==> config.mk <==
export PLATFORM = sky130hd
export DESIGN_NAME = lmro_div
export DESIGN_NICKNAME = d
export VERILOG_FILES = /design/src/rtl/lmro_div.sv
export SDC_FILE = /design/constraint.sdc
export NUM_CORES = 1
export LEC_CHECK = 0
export ABC_AREA = 1
export ABC_CLOCK_PERIOD_IN_PS = 1800
export BUFFER_PORTS_ARGS = -buffer_cell sky130_fd_sc_hd__buf_2
export CORE_ASPECT_RATIO = 1.2
export CORE_UTILIZATION = 51
export DETAILED_ROUTE_END_ITERATION = 10
export MAX_ROUTING_LAYER = met4
export PLACE_DENSITY = 0.89
export SETUP_SLACK_MARGIN = 0.5
export SLEW_MARGIN = 0
export SYNTH_ARGS = -nofsm -noshare
export SYNTH_HDL_FRONTEND = slang
export SYNTH_SLANG_ARGS = --single-unit
==> constraint.sdc <==
create_clock -name clk_i -period 1.8 [get_ports clk_i]
set_input_delay 0.18 -clock clk_i [delete_from_list [all_inputs] [get_ports clk_i]]
set_output_delay 0.18 -clock clk_i [all_outputs]
set_load 0.005 [all_outputs]
==> src/rtl/lmro_div.sv <==
// ---------------------------------------------------------------------------
// lmro_div
// restoring divider, one quotient bit per cycle
// ---------------------------------------------------------------------------
`default_nettype none

module lmro_div #(
  parameter int unsigned DIVW = 7
) (
  input  wire logic            clk_i,
  input  wire logic            rst_ni,
  input  wire logic            start_i,
  input  wire logic [30:0]     dividend_i,
  input  wire logic [DIVW-1:0] divisor_i,
  output logic                 done_o,
  output logic [30:0]          quot_o,
  output logic [DIVW-1:0]      rem_o
);

  logic            run_q, run_d;
  logic            done_q, done_d;
  logic [4:0]      cnt_q, cnt_d;
  logic [30:0]     quot_q, quot_d;
  logic [DIVW-1:0] rem_q, rem_d;
  logic [DIVW-1:0] dvs_q, dvs_d;
  logic [DIVW:0]   trial;

  always_comb begin
    run_d  = run_q;
    done_d = 1'b0;
    cnt_d  = cnt_q;
    quot_d = quot_q;
    rem_d  = rem_q;
    dvs_d  = dvs_q;
    trial  = {rem_q, quot_q[30]};
    if (start_i) begin
      run_d  = 1'b1;
      cnt_d  = 5'd0;
      quot_d = dividend_i;
      rem_d  = '0;
      dvs_d  = divisor_i;
    end else if (run_q) begin
      if (trial >= {1'b0, dvs_q}) begin
        rem_d  = DIVW'(trial - {1'b0, dvs_q});
        quot_d = {quot_q[29:0], 1'b1};
      end else begin
        rem_d  = trial[DIVW-1:0];
        quot_d = {quot_q[29:0], 1'b0};
      end
      cnt_d = cnt_q + 5'd1;
      if (cnt_q == 5'd30) begin
        run_d  = 1'b0;
        done_d = 1'b1;
      end
    end
  end

  always_ff @(posedge clk_i or negedge rst_ni) begin
    if (!rst_ni) begin
      run_q  <= 1'b0;
      done_q <= 1'b0;
      cnt_q  <= 5'd0;
    end else begin
      run_q  <= run_d;
      done_q <= done_d;
      cnt_q  <= cnt_d;
    end
  end

  always_ff @(posedge clk_i) begin
    quot_q <= quot_d;
    rem_q  <= rem_d;
    dvs_q  <= dvs_d;
  end

  assign done_o = done_q;
  assign quot_o = quot_q;
  assign rem_o  = rem_q;

endmodule

`default_nettype wire

==> results of run 1 <==
## cell families (layout without fill, tap and decap cells)
group           Yosys count  in the layout  synth area share (%)
fa+ha+maj                10             10                  5.22
flops                    52             52                  57.3
compound gates           11             11                  2.91
buf+inv                  35            134                  5.17
simple gates            176            176                  28.7
xor+xnor                  2              2                 0.690
## worst register-to-register path, stage by stage (launching register included)
cell      delay, ns
edfxtp_1       0.43
ha_4           0.19
fa_2           0.36
inv_2          0.07
nand3_2        0.07
nand2_4        0.11
nand2_4        0.06
nand3_4        0.11
nand2_1        0.08
nand3_1        0.08
nand2_1        0.05
## registers in the layout, summed over array words and instances (netlist names)
name and count:
done_o 1, dvs_q 7, quot_o 31, cnt_q 5
run_q 1, rem_o 7
## power by group through the flow
stage | Combinational (uW) | Sequential [uW] | Clock [uW]
4_1_cts | 1370 | 1610 | 642
3_5_place_dp | 1310 | 1620 | 0
5_1_grt | 1750 | 1630 | 677
6_report | 1580 | 1610 | 623
3_3_place_gp | 1260 | 1620 | 0
2_1_floorplan | 892 | 1610 | 0
## synth_stat cells
library cell and count:
clkbuf_1 5, inv_2 5, o21ai_0 1, clkinv_1 1, o21ai_1 2, fa_1 1
nor2_2 1, ha_1 9, nand3b_1 4, inv_1 22, a31oi_1 1, nor3_1 1
a21oi_4 1, o31ai_1 1, dfxtp_1 7, nor2_1 8, o21ai_2 1, nand3_1 18
a21oi_1 4, or2_1 1, xor2_1 1, edfxtp_1 38, nand3_4 1, nand2_1 138
dfrtp_1 7, buf_1 2, nand4_1 4, xnor2_1 1
## metrics by stage
step | worst slack (ns) | utilization, % | hold slack [ns]
2_1_floorplan | 0.199 | - | -0.116
3_3_place_gp | 0.176 | 65.4 | 0.0176
3_5_place_dp | 0.0996 | 65.4 | 0.0168
4_1_cts | 0.131 | 69.0 | 0.0437
5_1_grt | -0.00728 | 70.9 | 0.0408
6_report | 0.0702 | 70.9 | 0.0506
## path summary, 6_finish.rpt
path / from / endpoint / slack, ns / cells after the start
min in group asynchronous: rst_ni / cnt_q[4] / 0.24 / 2
hold reg to reg: rem_o[6] / rem_o[6] / 0.49 / 2
hold / removal: divisor_i[0] / dvs_q[0] / 0.05 / 1
max in group asynchronous: rst_ni / cnt_q[2] / 1.42 / 2
setup reg to reg: dvs_q[0] / rem_o[0] / 0.07 / 10
setup / recovery: dvs_q[0] / rem_o[0] / 0.07 / 10
## layout make-up
cell class	count	area share [%]
inverters	28	3.16
repair buffers	98	17.0
clock buffers	7	2.29
multi-input cells	199	31.5
flip-flops and latches	52	43.8
clock inverters	1	0.113
well taps	58	2.18
## routing by layer
| metal | track usage, % | vias up | routed length [microns] |
|---|---|---|---|
| met5 | - | - | 0 |
| met4 | 8.30 | 0 | 84 |
| met3 | 6.32 | 7 | 410 |
| met2 | 40.5 | 96 | 3040 |
| met1 | 28.2 | 1042 | 2380 |
| li1 | - | 1115 | - |
## repair_timing
| item | in CTS | in global routing |
|---|---|---|
| pin swaps | 6 | 8 |
| resized for setup | 4 | 9 |
| hold buffers | 1 | 0 |
| hold endpoints to repair | 7 | 0 |
| setup endpoints to repair | 29 | 8 |
| cloned | 0 | 0 |
| buffers inserted | 7 | 6 |
==> flow_metrics.env, run 1 <==
export IMPL_status="finished, final reports clean"
export IMPL_synth_seq_cells=52
export IMPL_crit_family="simple AND/OR/NAND/NOR gates"
export IMPL_netlist_instances=286
export IMPL_p_sw_uw=1360
export IMPL_grt_max_degree=37
export IMPL_setup_violations_final=0
export IMPL_grt_pass1_wl_microns=9180
export IMPL_critical_path_arrival_ns=1.93
export IMPL_ys_types=28
export IMPL_dp_cells=421
export IMPL_fin_tns_setup_ns=0
export IMPL_drc=0
export IMPL_die_w_microns=66.4
export IMPL_cts_buffers=5
export IMPL_fin_skew_ns=0.00483
export IMPL_ys_warn_count=0
export IMPL_max_freq_mhz=578
export IMPL_path_class="reg2reg"
export IMPL_fin_area_sq_um=3330
export IMPL_required_ns=2.00
export IMPL_routabilityCongestion=0.850
export IMPL_num_nets_final=435
export IMPL_clk_path_buf_depth=2
export IMPL_max_slew_margin_pct=61.3
export IMPL_vias=2260
export IMPL_slowest_stage="edfxtp_1"
export IMPL_cp_buffers_inverters=1
export IMPL_min_period_ns=1.73
export IMPL_rows=27
export IMPL_fillers=351
export IMPL_grt_pass1_vias=2100
export IMPL_p_comb_share_pct=41.5
export IMPL_fp_dieH_microns=79.3
export IMPL_mostFrequentLayoutCells="nand2_1, buf_2, edfxtp_1, inv_1, buf_4"
export IMPL_grt_usage_pct=24.3
export IMPL_fin_cells=443
export IMPL_start_kind="flop"
export IMPL_wl_per_cell_microns=13.4
export IMPL_finalMaxSlewViolations=0
export IMPL_io_buffers=79
export IMPL_cts_root_buf="clkbuf_8"
export IMPL_dp_hpwl_microns=4190
export IMPL_tightest_slew_ns=0.580
export IMPL_core_area_sq_um=4700
export IMPL_p_int_uw=2450
export IMPL_cts_htree_levels=2
export IMPL_yosysTopAreaCell="edfxtp_1"
export IMPL_netlist_area_leader_share_pct=44.9
export IMPL_antenna_found_initial=0
export IMPL_power_density_nw_per_um2=1150
export IMPL_ys_seq_area_share_pct=57.3
export IMPL_synthTopCellsByArea="edfxtp_1, nand2_1, dfrtp_1, dfxtp_1, ha_1"
export IMPL_fin_total_pwr_uw=3810
export IMPL_hold_path_class="in2reg"
export IMPL_clk_pin_slew_ns=0.08
export IMPL_max_stage_delay_ns=0.43
export IMPL_drt_initial_drc_count=103
export IMPL_placed_area_sq_um=3070
export IMPL_cap_violations=0
export IMPL_initial_utilization_pct=54.1
export IMPL_drive_above_1_share_pct=33.5
export IMPL_p_leak_uw=0.00174
export IMPL_cts_tree="yes"
export IMPL_path_max_fanout=7
export IMPL_ant_nets=0
export IMPL_crit_path_cell_trace="ha_4 > fa_2 > inv_2 > nand3_2 > nand2_4 > nand2_4 > nand3_4 > nand2_1 > nand3_1 > nand2_1"
export IMPL_multiInputGateArea_sq_um=1050
export IMPL_via_per_inst=5.10
export IMPL_crit_path_end_kind="flop"
export IMPL_die_area_sq_um=5270
export IMPL_syn_area_sq_um=2540
export IMPL_firstDrtPassIters=4
export IMPL_hold_viol_final=0
export IMPL_gr_total_overflow=0
export IMPL_antenna_cells=0
export IMPL_grt_setup_unrepaired="true"
export IMPL_min_period_over_period_pct=96.1
export IMPL_p_clk_share_pct=16.4
export IMPL_swShare_pct=35.7
export IMPL_io_pins=80
export IMPL_syn_avg_cell_area_sq_um=8.88
export IMPL_synthesis_nets=337
export IMPL_p_seq_share_pct=42.2
export IMPL_layout_commonest_cell="nand2_1"
export IMPL_cts_sinks=52
export IMPL_postRouteWirelength_microns=5920
export IMPL_area_growth_pct=31.0
export IMPL_seq_area_sq_um=1460
export IMPL_worstSkewPairLatency_ns=0.30
export IMPL_peakVddDrop_mv=0.587
No activity file was read; power rests on OpenSTA's default activity.
==> run 2: changes to the inputs <==
RECOVER_POWER = 25   (was default)
==> run 2 against run 1 <==
Clock power barely moved. Sequential share of layout area rose by 0.066 points. Register-to-register slack barely moved. Critical path type unchanged. Critical endpoint unchanged.
==> flow_metrics.env, run 2 (same netlist as run 1, synthesis figures left out) <==
export IMPL_core_area_sq_um=4700
export IMPL_grt_setup_unrepaired="true"
export IMPL_area_growth_pct=30.8
export IMPL_hp_start="divisor_i[0]"
export IMPL_max_stage_delay_ns=0.43
export IMPL_vias=2268
export IMPL_start_kind="flop"
export IMPL_holdWs_ns=0.0500
export IMPL_grt_usage_pct=24.3
export IMPL_num_nets_final=435
export IMPL_postRouteWirelength_microns=5940
export IMPL_worstSkewPairLatency_ns=0.30
export IMPL_cap_violations=0
export IMPL_io_buffers=79
export IMPL_io_pins=80
export IMPL_cts_tree="yes"
export IMPL_cts_buffers=5
export IMPL_fp_dieH_microns=79.3
export IMPL_cts_sinks=52
export IMPL_max_slew_margin_pct=51.6
export IMPL_ant_nets=0
export IMPL_min_period_over_period_pct=96.6
export IMPL_grt_pass1_vias=2100
export IMPL_crit_family="simple AND/OR/NAND/NOR gates"
export IMPL_fin_area_sq_um=3320
export IMPL_antenna_found_initial=0
export IMPL_clk_pin_slew_ns=0.09
export IMPL_hold_viol_final=0
export IMPL_r2r_setup_slack_ns=0.06
export IMPL_cp_buffers_inverters=1
export IMPL_crit_path_cell_trace="ha_4 > fa_2 > inv_2 > nand3_2 > nand2_4 > nand2_4 > nand3_4 > nand2_1 > nand3_1 > nand2_1"
export IMPL_path_class="reg2reg"
export IMPL_wl_per_cell_microns=13.4
export IMPL_fin_skew_ns=0.00455
export IMPL_grt_max_degree=37
export IMPL_drive_above_1_share_pct=33.0
export IMPL_crit_path_end_kind="flop"
export IMPL_dp_hpwl_microns=4190
export IMPL_largest_reg_flops=31
export IMPL_antenna_cells=0
export IMPL_hold_path_class="in2reg"
export IMPL_finalMaxSlewViolations=0
export IMPL_required_ns=2.00
export IMPL_fin_cells=443
export IMPL_hold_end="dvs_q[0]"
export IMPL_hold_depth=1
export IMPL_via_per_inst=5.12
export IMPL_mostFrequentLayoutCells="nand2_1, buf_2, edfxtp_1, inv_1, buf_4"
export IMPL_critical_path_arrival_ns=1.94
export IMPL_setup_violations_final=0
export IMPL_placed_area_sq_um=3070
export IMPL_reg2regPathDepth=10
export IMPL_die_w_microns=66.4
export IMPL_routabilityCongestion=0.850
export IMPL_max_freq_mhz=575
export IMPL_p_leak_uw=0.00173
export IMPL_path_max_fanout=7
export IMPL_rows=27
export IMPL_drt_initial_drc_count=98
export IMPL_dp_cells=421
export IMPL_cts_root_buf="clkbuf_8"
export IMPL_drc=0
export IMPL_crit_reg2reg_launch="dvs_q[0]"
export IMPL_initial_utilization_pct=54.1
export IMPL_cts_htree_levels=2
export IMPL_grt_pass1_wl_microns=9180
export IMPL_status="finished, final reports clean"
export IMPL_power_density_nw_per_um2=1150
export IMPL_peakVddDrop_mv=0.587
export IMPL_gr_total_overflow=0
export IMPL_min_period_ns=1.74
export IMPL_fin_util_pct=70.7
export IMPL_die_area_sq_um=5270
export IMPL_tightest_slew_ns=0.726
export IMPL_fin_total_pwr_uw=3810
export IMPL_r2r_end="rem_o[0]"
export IMPL_slowest_stage="edfxtp_1"
export IMPL_clk_path_buf_depth=2
export IMPL_firstDrtPassIters=4
export IMPL_layout_commonest_cell="nand2_1"
run 2: repair_timing:
item                                    4_1_cts  5_1_grt
setup buffers                                 7        6
endpoints found under the setup margin       29        8
pin swaps                                     6        8
hold endpoints to repair                      7        0
gates resized for setup                       4        9
hold buffers                                  1        0
run 2: worst register-to-register path: cells and delay by family, from the launching register on:
family	cells	cell delay, ns
adders and majority gates	2	0.55
buffers and inverters	1	0.07
DFF	1	0.43
and+or+nand+nor	7	0.57
run 2: through the flow:
step,setup WS (ns),TNS [ns]
6_report,0.0620,0
5_1_grt,-0.00980,-0.0101
4_1_cts,0.131,0
3_5_place_dp,0.0996,0
3_3_place_gp,0.176,0
2_1_floorplan,0.199,0
run 2: worst max path at each step:
| stage | cells past startpoint | to | from |
|---|---|---|---|
| 2_1_floorplan | 11 | rem_o[5] | quot_o[30] |
| 3_3_place_gp | 8 | quot_o[0] | quot_o[30] |
| 3_5_place_dp | 10 | rem_o[5] | dvs_q[0] |
| 4_1_cts | 10 | rem_o[5] | dvs_q[0] |
| 5_1_grt | 11 | rem_o[0] | quot_o[30] |
| 6_report | 10 | rem_o[0] | dvs_q[0] |
run 2: power by group:
part | internal [uW] | total, uW | switching, uW | leakage [uW]
Sequential | 1470 | 1610 | 142 | 0.000557
Clock | 271 | 625 | 353 | 0.0000399
Combinational | 709 | 1580 | 871 | 0.00113
Total | 2450 | 3810 | 1370 | 0.00173
run 2: routing by layer:
metal  share of wire (%)  wire (microns)  global-route usage, %  vias to the layer above
met2                  51            3020                   40.5                       97
met3                 6.6             394                   6.32                        7
met5                   0               0                      -                        -
met4                 1.4              84                   8.30                        0
met1                  41            2430                   28.2                     1048
li1                    -               -                      -                     1116
run 2: cell type report:
class | instances | area [sq um]
multi-input combinational | 199 | 1050
tap | 58 | 72.6
timing repair buffer | 98 | 561
inverter | 28 | 105
fill | 349 | 1370
sequential | 52 | 1460
clock buffer | 7 | 76.3
clock inverter | 1 | 3.75
